==> src/sv/lgt_pkg.sv <==
// lgt_pkg: shared constants, codes and beat types of the lane gap tracker
// no dependencies; imported by every module of the block

package lgt_pkg;

   // geometry and field widths
   localparam int LANE_COUNT  = 3;
   localparam int LANE_WIDTH  = 256;
   localparam int POS_W       = 20;
   localparam int OFS_W       = 12;
   localparam int SPD_W       = 12;
   localparam int LANE_IDX_W  = 2;
   localparam int CSR_IDX_W   = 2;
   localparam int CSR_DATA_W  = 20;

   // register reset values
   localparam logic [POS_W-1:0] TRACK_LENGTH_RST    = 20'd444515;
   localparam logic [POS_W-1:0] LANE_CHANGE_GAP_RST = 20'd1920;
   localparam logic [SPD_W-1:0] SPEED_LIMIT_RST     = 12'd1416;

   // register indexes
   localparam logic [CSR_IDX_W-1:0] CSR_TRACK_LENGTH    = 2'd0;
   localparam logic [CSR_IDX_W-1:0] CSR_LANE_CHANGE_GAP = 2'd1;
   localparam logic [CSR_IDX_W-1:0] CSR_SPEED_LIMIT     = 2'd2;

   // lane codes
   localparam logic [LANE_IDX_W-1:0] LANE_LEFT   = 2'd0;
   localparam logic [LANE_IDX_W-1:0] LANE_MIDDLE = 2'd1;
   localparam logic [LANE_IDX_W-1:0] LANE_RIGHT  = 2'd2;

   // configuration register file
   typedef struct packed {
      logic [POS_W-1:0] track_length;
      logic [POS_W-1:0] lane_change_gap;
      logic [SPD_W-1:0] speed_limit;
   } csr_type;

   // one input beat as captured
   typedef struct packed {
      logic [POS_W-1:0]        ego_position;
      logic signed [OFS_W-1:0] ego_offset;
      logic [POS_W-1:0]        car_position;
      logic signed [OFS_W-1:0] car_offset;
      logic [SPD_W-1:0]        car_speed;
      logic                    car_present;
      logic                    first_of_frame;
      logic                    last_of_frame;
   } item_type;

   // ring distance and lane match, ready for the minimum update
   typedef struct packed {
      logic [LANE_COUNT-1:0] hit;
      logic                  ahead;
      logic [POS_W-1:0]      gap;
      logic [SPD_W-1:0]      speed;
      logic [LANE_IDX_W-1:0] own_lane;
      logic                  first;
      logic                  last;
   } slot_type;

   // one result beat
   typedef struct packed {
      logic [LANE_COUNT-1:0][POS_W-1:0] ahead_gap;
      logic [LANE_COUNT-1:0][POS_W-1:0] behind_gap;
      logic [LANE_COUNT-1:0][SPD_W-1:0] ahead_speed;
      logic [LANE_IDX_W-1:0]            own_lane;
      logic                             move_left_ok;
      logic                             move_right_ok;
   } result_type;

endpackage

==> src/sv/lgt_dist.sv <==
// lgt_dist: input register, ring distance, ahead/behind choice and lane match
// depends on lgt_pkg; feeds lgt_lanes through a registered slot

module lgt_dist (
   input  logic                    clock,
   input  logic                    reset,
   input  logic [lgt_pkg::POS_W-1:0] track_length,
   input  logic                    req_valid,
   output logic                    req_stall,
   input  lgt_pkg::item_type       req_item,
   output logic                    slot_valid,
   output lgt_pkg::slot_type       slot,
   input  logic                    slot_take
);
   import lgt_pkg::*;

   logic     in_valid_ff, in_valid_in;
   item_type in_ff;
   logic     slot_valid_ff, slot_valid_in;
   slot_type slot_ff, slot_in;
   logic     slot_free, in_go, in_free;

   logic [POS_W-1:0] diff, adj, len;
   logic             car_ge, car_le, wrap;

   // stall chain back from the lane stage
   assign slot_free   = !slot_valid_ff || slot_take;
   assign in_go       = in_valid_ff && slot_free;
   assign in_free     = !in_valid_ff || in_go;
   assign req_stall   = !in_free;
   assign in_valid_in = req_valid ? 1'b1 : (in_go ? 1'b0 : in_valid_ff);
   assign slot_valid_in = in_go ? 1'b1 : (slot_take ? 1'b0 : slot_valid_ff);

   // ring distance: shorter way round, tie takes the wrapped way
   always_comb begin
      len    = track_length;
      car_ge = in_ff.car_position >= in_ff.ego_position;
      car_le = in_ff.car_position <= in_ff.ego_position;
      diff   = car_ge ? in_ff.car_position - in_ff.ego_position
                      : in_ff.ego_position - in_ff.car_position;
      adj    = (diff >= len) ? diff - len : len - diff;
      wrap   = adj <= diff;

      slot_in       = '0;
      slot_in.gap   = wrap ? adj : diff;
      if (wrap) begin
         slot_in.ahead = car_le ? (len >= diff) : (diff >= len);
      end else begin
         slot_in.ahead = car_ge;
      end
      slot_in.speed = in_ff.car_speed;
      slot_in.first = in_ff.first_of_frame;
      slot_in.last  = in_ff.last_of_frame;

      // lane match, boundaries excluded
      for (int l = 0; l < LANE_COUNT; l++) begin
         slot_in.hit[l] = in_ff.car_present
            && (in_ff.car_offset > $signed(OFS_W'(LANE_WIDTH * l)))
            && (in_ff.car_offset < $signed(OFS_W'(LANE_WIDTH * (l + 1))));
      end

      // ego lane
      if (in_ff.ego_offset < $signed(OFS_W'(LANE_WIDTH))) begin
         slot_in.own_lane = LANE_LEFT;
      end else if (in_ff.ego_offset < $signed(OFS_W'(2 * LANE_WIDTH))) begin
         slot_in.own_lane = LANE_MIDDLE;
      end else begin
         slot_in.own_lane = LANE_RIGHT;
      end
   end

   // control registers
   always_ff @(posedge clock) begin
      if (reset) begin
         in_valid_ff   <= 1'b0;
         slot_valid_ff <= 1'b0;
      end else begin
         in_valid_ff   <= in_valid_in;
         slot_valid_ff <= slot_valid_in;
      end
   end

   // payload registers
   always_ff @(posedge clock) begin
      if (req_valid && in_free) begin
         in_ff <= req_item;
      end
      if (in_go) begin
         slot_ff <= slot_in;
      end
   end

   assign slot_valid = slot_valid_ff;
   assign slot       = slot_ff;

endmodule

==> src/sv/lgt_lanes.sv <==
// lgt_lanes: per-lane nearest gap registers, frame result and output register
// depends on lgt_pkg; takes slots from lgt_dist

module lgt_lanes (
   input  logic                clock,
   input  logic                reset,
   input  lgt_pkg::csr_type    csr,
   input  logic                slot_valid,
   input  lgt_pkg::slot_type   slot,
   output logic                slot_take,
   output logic                rsp_valid,
   input  logic                rsp_stall,
   output lgt_pkg::result_type rsp_result
);
   import lgt_pkg::*;

   logic [LANE_COUNT-1:0][POS_W-1:0] ahead_ff, ahead_in, ahead_base;
   logic [LANE_COUNT-1:0][POS_W-1:0] behind_ff, behind_in, behind_base;
   logic [LANE_COUNT-1:0][SPD_W-1:0] speed_ff, speed_in, speed_base;
   logic [LANE_COUNT-1:0]            lane_free;
   logic                             rsp_valid_ff, rsp_valid_in;
   result_type                       rsp_ff, rsp_in;
   logic                             out_free;

   // a slot without a frame end never waits on the output
   assign out_free     = !rsp_valid_ff || !rsp_stall;
   assign slot_take    = slot_valid && (!slot.last || out_free);
   assign rsp_valid_in = (slot_take && slot.last) ? 1'b1
                       : (out_free ? 1'b0 : rsp_valid_ff);

   // minimum update, strict improvement only
   always_comb begin
      for (int l = 0; l < LANE_COUNT; l++) begin
         ahead_base[l]  = slot.first ? csr.track_length : ahead_ff[l];
         behind_base[l] = slot.first ? csr.track_length : behind_ff[l];
         speed_base[l]  = slot.first ? csr.speed_limit  : speed_ff[l];
         ahead_in[l]    = ahead_base[l];
         behind_in[l]   = behind_base[l];
         speed_in[l]    = speed_base[l];
         if (slot.hit[l]) begin
            if (slot.ahead) begin
               if (slot.gap < ahead_base[l]) begin
                  ahead_in[l] = slot.gap;
                  speed_in[l] = slot.speed;
               end
            end else if (slot.gap < behind_base[l]) begin
               behind_in[l] = slot.gap;
            end
         end
         lane_free[l] = (ahead_in[l] > csr.lane_change_gap)
                     && (behind_in[l] > csr.lane_change_gap);
      end
   end

   // frame result
   always_comb begin
      rsp_in             = '0;
      rsp_in.ahead_gap   = ahead_in;
      rsp_in.behind_gap  = behind_in;
      rsp_in.ahead_speed = speed_in;
      rsp_in.own_lane    = slot.own_lane;
      unique case (slot.own_lane)
         LANE_LEFT: begin
            rsp_in.move_left_ok  = 1'b0;
            rsp_in.move_right_ok = lane_free[1];
         end
         LANE_MIDDLE: begin
            rsp_in.move_left_ok  = lane_free[0];
            rsp_in.move_right_ok = lane_free[2];
         end
         LANE_RIGHT: begin
            rsp_in.move_left_ok  = lane_free[1];
            rsp_in.move_right_ok = 1'b0;
         end
         default: begin
            rsp_in.move_left_ok  = 1'b0;
            rsp_in.move_right_ok = 1'b0;
         end
      endcase
   end

   // lane state and output valid
   always_ff @(posedge clock) begin
      if (reset) begin
         for (int l = 0; l < LANE_COUNT; l++) begin
            ahead_ff[l]  <= TRACK_LENGTH_RST;
            behind_ff[l] <= TRACK_LENGTH_RST;
            speed_ff[l]  <= SPEED_LIMIT_RST;
         end
         rsp_valid_ff <= 1'b0;
      end else begin
         if (slot_take) begin
            ahead_ff  <= ahead_in;
            behind_ff <= behind_in;
            speed_ff  <= speed_in;
         end
         rsp_valid_ff <= rsp_valid_in;
      end
   end

   // output payload
   always_ff @(posedge clock) begin
      if (slot_take && slot.last) begin
         rsp_ff <= rsp_in;
      end
   end

   assign rsp_valid  = rsp_valid_ff;
   assign rsp_result = rsp_ff;

`ifndef SYNTHESIS
   a_frame_end_emits: assert property (@(posedge clock) disable iff (reset)
      slot_take && slot.last |=> rsp_valid_ff)
      else $error("frame end consumed without a result beat");

   a_clear_bounds_gap: assert property (@(posedge clock) disable iff (reset)
      slot_take && slot.first |=> ahead_ff[0] <= $past(csr.track_length)
         && behind_ff[0] <= $past(csr.track_length))
      else $error("lane 0 minimum above track length after frame start");

   a_no_left_of_left: assert property (@(posedge clock) disable iff (reset)
      rsp_valid_ff && rsp_ff.move_left_ok |-> rsp_ff.own_lane != LANE_LEFT)
      else $error("left change granted from the left lane");

   a_no_right_of_right: assert property (@(posedge clock) disable iff (reset)
      rsp_valid_ff && rsp_ff.move_right_ok |-> rsp_ff.own_lane != LANE_RIGHT)
      else $error("right change granted from the right lane");
`endif

endmodule

==> src/sv/lane_gap_tracker_top.sv <==
// lane_gap_tracker_top: top level, configuration registers and port mapping
// depends on lgt_pkg, lgt_dist and lgt_lanes

// The tracker takes one beat per clock with no bubbles while req_stall is low:
// each vehicle beat goes through an input register, a ring distance register
// and the per-lane minimum update, and a frame end writes its result into the
// output register. The rate is set by the per-lane minimum registers, which
// compare and update once per cycle. The output register holds a stalled result
// while beats without a frame end keep flowing; a frame end waits only for that
// register. Register writes are taken at once and reach the lane minima at
// the next first_of_frame; write them while no beat is in flight.

module lane_gap_tracker_top (
   input  logic                             clock,
   input  logic                             reset,
   input  logic                             csr_write,
   input  logic [lgt_pkg::CSR_IDX_W-1:0]    csr_index,
   input  logic [lgt_pkg::CSR_DATA_W-1:0]   csr_wdata,
   input  logic                             req_valid,
   output logic                             req_stall,
   input  logic [lgt_pkg::POS_W-1:0]        req_ego_position,
   input  logic signed [lgt_pkg::OFS_W-1:0] req_ego_offset,
   input  logic [lgt_pkg::POS_W-1:0]        req_car_position,
   input  logic signed [lgt_pkg::OFS_W-1:0] req_car_offset,
   input  logic [lgt_pkg::SPD_W-1:0]        req_car_speed,
   input  logic                             req_car_present,
   input  logic                             req_first_of_frame,
   input  logic                             req_last_of_frame,
   output logic                             rsp_valid,
   input  logic                             rsp_stall,
   output logic [lgt_pkg::POS_W-1:0]        rsp_ahead_gap_left,
   output logic [lgt_pkg::POS_W-1:0]        rsp_ahead_gap_middle,
   output logic [lgt_pkg::POS_W-1:0]        rsp_ahead_gap_right,
   output logic [lgt_pkg::POS_W-1:0]        rsp_behind_gap_left,
   output logic [lgt_pkg::POS_W-1:0]        rsp_behind_gap_middle,
   output logic [lgt_pkg::POS_W-1:0]        rsp_behind_gap_right,
   output logic [lgt_pkg::SPD_W-1:0]        rsp_ahead_speed_left,
   output logic [lgt_pkg::SPD_W-1:0]        rsp_ahead_speed_middle,
   output logic [lgt_pkg::SPD_W-1:0]        rsp_ahead_speed_right,
   output logic [lgt_pkg::LANE_IDX_W-1:0]   rsp_own_lane,
   output logic                             rsp_move_left_ok,
   output logic                             rsp_move_right_ok
);
   import lgt_pkg::*;

   csr_type    csr_ff, csr_in;
   item_type   req_item;
   logic       slot_valid, slot_take;
   slot_type   slot;
   result_type rsp_result;

   // configuration register decode
   always_comb begin
      csr_in = csr_ff;
      if (csr_write) begin
         unique case (csr_index)
            CSR_TRACK_LENGTH:    csr_in.track_length    = csr_wdata[POS_W-1:0];
            CSR_LANE_CHANGE_GAP: csr_in.lane_change_gap = csr_wdata[POS_W-1:0];
            CSR_SPEED_LIMIT:     csr_in.speed_limit     = csr_wdata[SPD_W-1:0];
            default:             csr_in = csr_ff;
         endcase
      end
   end

   always_ff @(posedge clock) begin
      if (reset) begin
         csr_ff.track_length    <= TRACK_LENGTH_RST;
         csr_ff.lane_change_gap <= LANE_CHANGE_GAP_RST;
         csr_ff.speed_limit     <= SPEED_LIMIT_RST;
      end else begin
         csr_ff <= csr_in;
      end
   end

   // input beat gathering
   always_comb begin
      req_item.ego_position   = req_ego_position;
      req_item.ego_offset     = req_ego_offset;
      req_item.car_position   = req_car_position;
      req_item.car_offset     = req_car_offset;
      req_item.car_speed      = req_car_speed;
      req_item.car_present    = req_car_present;
      req_item.first_of_frame = req_first_of_frame;
      req_item.last_of_frame  = req_last_of_frame;
   end

   lgt_dist u_dist (
      .clock        (clock),
      .reset        (reset),
      .track_length (csr_ff.track_length),
      .req_valid    (req_valid),
      .req_stall    (req_stall),
      .req_item     (req_item),
      .slot_valid   (slot_valid),
      .slot         (slot),
      .slot_take    (slot_take)
   );

   lgt_lanes u_lanes (
      .clock      (clock),
      .reset      (reset),
      .csr        (csr_ff),
      .slot_valid (slot_valid),
      .slot       (slot),
      .slot_take  (slot_take),
      .rsp_valid  (rsp_valid),
      .rsp_stall  (rsp_stall),
      .rsp_result (rsp_result)
   );

   // result beat fields
   assign rsp_ahead_gap_left     = rsp_result.ahead_gap[0];
   assign rsp_ahead_gap_middle   = rsp_result.ahead_gap[1];
   assign rsp_ahead_gap_right    = rsp_result.ahead_gap[2];
   assign rsp_behind_gap_left    = rsp_result.behind_gap[0];
   assign rsp_behind_gap_middle  = rsp_result.behind_gap[1];
   assign rsp_behind_gap_right   = rsp_result.behind_gap[2];
   assign rsp_ahead_speed_left   = rsp_result.ahead_speed[0];
   assign rsp_ahead_speed_middle = rsp_result.ahead_speed[1];
   assign rsp_ahead_speed_right  = rsp_result.ahead_speed[2];
   assign rsp_own_lane           = rsp_result.own_lane;
   assign rsp_move_left_ok       = rsp_result.move_left_ok;
   assign rsp_move_right_ok      = rsp_result.move_right_ok;

endmodule

==> config.mk <==
export PLATFORM = sky130hd
export DESIGN_NAME = lane_gap_tracker_top
export DESIGN_NICKNAME = d
export VERILOG_FILES = /design/src/sv/lgt_pkg.sv /design/src/sv/lgt_dist.sv /design/src/sv/lgt_lanes.sv /design/src/sv/lane_gap_tracker_top.sv
export SDC_FILE = /design/constraint.sdc
export NUM_CORES = 1
export LEC_CHECK = 0
export BUFFER_PORTS_ARGS = -buffer_cell sky130_fd_sc_hd__buf_4
export CORE_AREA = 2 2 246 248
export DETAILED_ROUTE_END_ITERATION = 10
export DIE_AREA = 0 0 248 250
export GPL_TIMING_DRIVEN = 0
export HOLD_SLACK_MARGIN = 0.05
export PLACE_DENSITY = 0.68
export SLEW_MARGIN = 10
export SYNTH_ARGS = -nofsm -noshare
export SYNTH_HDL_FRONTEND = slang
export SYNTH_SLANG_ARGS = --single-unit
==> constraint.sdc <==
create_clock -name clock -period 7.2 [get_ports clock]
set_clock_uncertainty 0.15 [all_clocks]
set_input_delay 0.72 -clock clock [delete_from_list [all_inputs] [get_ports clock]]
set_output_delay 0.72 -clock clock [all_outputs]
set_load 0.01 [all_outputs]
Yosys cells after proc, flatten, opt, wreduce, memory -nomap -nowiden
Cells that the tools add are included.
Word-level totals
  register bits after elaboration: 490
  input bits: 106
  logic and storage cells: 155
Operators by class
  add/subtract/negate cells: 4
  order comparisons: 25
  equal/unequal tests: 4
  mux-type cells: 49
  reduce and logical (&&, ||, !) cells: 31
Operator list (number)
  $mux 20: 27
  $mux 12: 12
  $gt 20x20->1: 6
  $lt 20x20->1: 6
  $sub 20x20->20: 4
  $ge 20x20->1: 3
  $le 20x20->1: 2
  $lt 12x11->1 const B: 3
  $lt 12x10->1 const B: 2
  $logic_and 1x1->1: 13
  $gt 12x1->1 const B: 1
  $gt 12x10->1 const B: 1
  $gt 12x11->1 const B: 1
  $mux 1: 8
  $logic_not 1->1: 6
  $pmux 2 s3: 1
  $reduce_and 2->1: 3
  $reduce_bool 2->1: 3
  $eq 2x1->1 const B: 2
  $eq 2x2->1 const B: 2
  $logic_not 2->1: 2
  $logic_or 1x1->1: 4
  $mux 2: 1

Longest topological paths before layout
  depth after elaboration: 8
  gate-level depth with buffers: 35
  mapped depth without buffers: 30

Modules after synthesis
A second synthesis with hierarchy kept.
Second synthesis, totals
  cells, all modules: 3227
  area, all modules: 30919.7 µm²
Modules (own cells, without submodules)
  lgt_lanes: times used 1, cells an instance 2171, area an instance 20298.2 µm²
  lgt_dist: times used 1, cells an instance 847, area an instance 8454.4 µm²
  lane_gap_tracker_top: times used 1, cells an instance 209, area an instance 2167.1 µm²

Worst setup path before layout
No wires, ideal clock.
  path kind: flip-flop to flip-flop
  start: register u_dist.in_ff[27] (netlist bit)
  end: register u_dist.slot_ff, in the netlist u_dist.slot[35], data pin
  setup time: 276 ps
  arrival time: 6892 ps
  data required time: 6774 ps
  path slack: -119 ps
  stages on the path, launching flop included: 35
  clock period less this slack: 7319 ps
  cell sequence: edfxtp_1 inv_1 ha_1 inv_1 fa_1 a211oi_1 o21ai_1 a41oi_2 o211ai_2 buf_6 or3_1 a22oi_1 xor2_1 inv_1 ha_1 clkbuf_1 a21o_1 o21a_1 a211oi_1 or2_2 nand2_1 buf_2 o31ai_1 xor2_1 inv_1 ha_1 a21o_1 nand3_1 a21oi_1 o31a_1 o31ai_2 inv_2 buf_1 o211ai_1 o211ai_1
RTL lines
  start, declared: RTL line lgt_dist.sv:18  | item_type in_ff;
  start signal, assigned: RTL line lgt_dist.sv:86  | in_ff <= req_item;
  end signal, assigned: RTL line lgt_dist.sv:89  | slot_ff <= slot_in;
  end, declared: RTL line lgt_dist.sv:20  | slot_type slot_ff, slot_in;

==> impl_metrics.ini <==
[placement]
dp_hpwl_um = 96600
portBuffers = 259
place.gp.congestion = 1.03
dp.cells = 4201

[pwr]
p_clk_frac = 0.249
swShare = 0.379
p_leak_nw = 16.0
power.switching_mw = 4.38
p_per_area_mw_per_mm2 = 320
vdd_drop_max_v = 0.000260
p_int_mw = 7.19
combPwrFrac = 0.437
p_seq_frac = 0.314

[synth]
synth_fp_nets = 3600
synth_edf_count = 271
yosys-top-cells-area = edfxtp_1 27%, dfxtp_1 14%, ha_1 14%
ys.flop_type = edfxtp_1
yosysTopAreaCell = edfxtp_1
synth_warnings = 0
synthCells = 3156
yosys.area.top_type_share = 0.272
ys_ff_latch = 482
syn_avg_cell_area_um2 = 9.49
syn_area_mm2 = 0.0300
yosysMostFrequentCell = a21oi_1
ys_seq_area_frac = 0.413
ys_types = 79
ys_async_sr_fraction = 0
synthTopCellsByCount = 340 x a21oi_1, 334 x ha_1, 271 x edfxtp_1

[floorplanning]
die_y_um = 250
core_area_mm2 = 0.0596
rows = 90
start_util = 0.503
fp.dieArea_mm2 = 0.0620
fp.dieW_um = 248
ios = 268

[routing]
post_drt_wl_per_cell_um = 28.7
firstDrtPassIters = 6
final_antenna_net_count = 0
drc = 0
viasPerCell = 6.40
dr.first_iter.drc_count = 2931
vias = 27788
wl_um = 124000

[setup_path]
critPathKind = reg2reg
r2r-end = u_dist.slot[23]$_DFFE_PP_
ff2ff_setup_slack_ps = -240
cp.arrival_ps = 7660
reg2reg_from = u_dist.in_ff[46]$_DFFE_PP_
path_common_cell = buf_6
crit_path_start = u_dist.in_ff[46]$_DFFE_PP_
crit_fanout = 10
required_ps = 7420
critPathSlowestCell = or4_4
cp-start-kind = flop
cpPeakStageDelay_ps = 500
r2r_cells = 29
endpoint_kind = flop

[finish]
syn2layout_area_growth_pct = 20.8
drive_gt1_frac = 0.175
final_cells = 4341
fin_nets = 3958
final_util = 0.607

[global_route]
overflow = 0
grt_pass1_vias = 27275
antenna_found_initial = 4
grt_pass1_wl_um = 178000
grt_max_degree = 67
grtUsageTotal = 0.397

[run_status]
status = finished, violations left
violations = setup timing

[min_path]
hp-class = in2reg
min_to = u_dist.in_ff[23]$_DFFE_PP_
whs_path_depth = 1
hp-start = req_car_offset[8]

[clock_tree]
cts_made_buffers = 52
cts_sinks = 482
cts_tree = yes
root_buffer = clkbuf_16
path_clk_slew_ps = 60
clock_latency_ps = 640
cts_htree_levels = 2
hold_buffers = 0
cts_buffer_depth = 3

[timing]
max_slew_margin = 0.150
worstMarginPinSlew_ps = 1280
min_period_over_period = 1.03
hold_viol = 0
min_period_ps = 7440
fin_ws_ps = -237
maxSlewViolCount = 0
setup_viol = 20
tns_ps = -2810
rsz0062_at_grt = true
clock.fmax_mhz = 134

[flow_run]
cap_violations = 0
[cell type report]
| class | count | area, um2 |
|---|---|---|
| clock inverters | 25 | 328 |
| plain buffers | 163 | 788 |
| diodes | 2 | 5.00 |
| fillers | 5020 | 23400 |
| inverters | 220 | 828 |
| multi-input cells | 2279 | 16900 |
| well taps | 782 | 978 |
| flip-flops and latches | 482 | 12400 |
| repair buffers | 316 | 2510 |
| clock buffers | 72 | 1490 |
[power groups by stage]
| stage | Clock (mW) | Combinational [mW] | Sequential, mW |
|---|---|---|---|
| floorplan | 0 | 2.69 | 3.41 |
| global placement | 0 | 3.73 | 3.66 |
| detailed placement | 0 | 3.80 | 3.66 |
| CTS | 2.89 | 4.51 | 3.60 |
| global route | 3.00 | 5.42 | 3.63 |
| finish | 2.88 | 5.06 | 3.63 |
[worst max-delay path, delay by kind of cell, from the launching register on]
| family | cells | cell delay [ps] |
|---|---|---|
| AO/OA/AOI/OAI | 9 | 2030 |
| XOR/XNOR | 2 | 400 |
| adder cells (fa/ha/maj) | 3 | 990 |
| buffers and inverters | 7 | 1070 |
| flip-flops | 1 | 370 |
| multiplexers | 1 | 340 |
| AND/OR/NAND/NOR | 7 | 1790 |
[worst max-delay path by stage]
stage                                endpoint  slack [ps]  cells after the start
global placement    u_dist.slot[26]$_DFFE_PP_       -1830                     33
finish              u_dist.slot[23]$_DFFE_PP_        -240                     29
floorplan           u_dist.slot[35]$_DFFE_PP_           4                     34
CTS                 u_dist.slot[27]$_DFFE_PP_         -80                     31
global route        u_dist.slot[27]$_DFFE_PP_        -400                     32
detailed placement  u_dist.slot[35]$_DFFE_PP_       -1860                     33
[repair_timing]
action | 4_1_cts | 5_1_grt
pin swaps | 29 | 39
resized for setup | 142 | 99
setup buffers | 32 | 18
endpoints found under the setup margin | 23 | 23
cloned | 2 | 1
[per-stage QoR]
stage                     setup WS, ps  hold WS, ps  total power, mW  instance area (um2)
after floorplan                   3.74          250             6.09                30000
after global placement           -1830          254             7.38                32900
after detailed placement         -1860          255             7.46                33000
after CTS                        -75.1          106             11.0                35700
after global routing              -400         97.7             12.1                36200
final                             -237          108             11.6                36200
[sequential cells by signal (all words and copies together) (netlist names), 36 cells and up]
register and flops:
u_lanes.behind_ff 60, u_dist.in_ff 71, u_lanes.speed_ff 36, u_lanes.ahead_ff 60, u_lanes.rsp_result 160, u_dist.slot 40
csr_ff 52
[cell usage in the layout (no fill, tap or decap), types with 12 or more instances in the layout]
master and n:
o21a_1 21, o21ai_0 93, o311ai_0 21, mux2i_1 153, nand2_1 265, inv_1 213
mux2_2 15, a211o_1 36, o211ai_1 40, clkbuf_16 54, or4_1 14, nand4_1 64
a211oi_1 27, nor2b_1 29, edfxtp_1 271, buf_4 308, ha_1 325, a221oi_1 13
and2_1 36, dfxtp_1 211, a21oi_1 323, nand3_1 94, a21o_1 103, buf_6 13
clkbuf_2 20, nor3_1 45, nand2b_1 31, and3_1 26, buf_2 22, nor2_1 222
clkbuf_1 101, xnor2_1 12, and4_1 14
[kinds of logic after synthesis]
logic type / count (synthesis) / share of synthesized area
AND/OR/NAND/NOR: 909 / 0.146
XOR/XNOR: 38 / 0.0111
flip-flops: 482 / 0.413
adder cells (fa/ha/maj): 338 / 0.142
multiplexers: 181 / 0.0613
buffers and inverters: 395 / 0.0525
AO/OA/AOI/OAI: 813 / 0.175
[layer usage]
layer	part of all wire	up-vias	track usage
li1	-	12260	-
met1	0.36	13407	0.460
met2	0.46	1606	0.638
met3	0.083	511	0.0788
met4	0.098	4	0.311
met5	0.00027	-	0
Note: power is estimated with default switching activity, not from simulation.
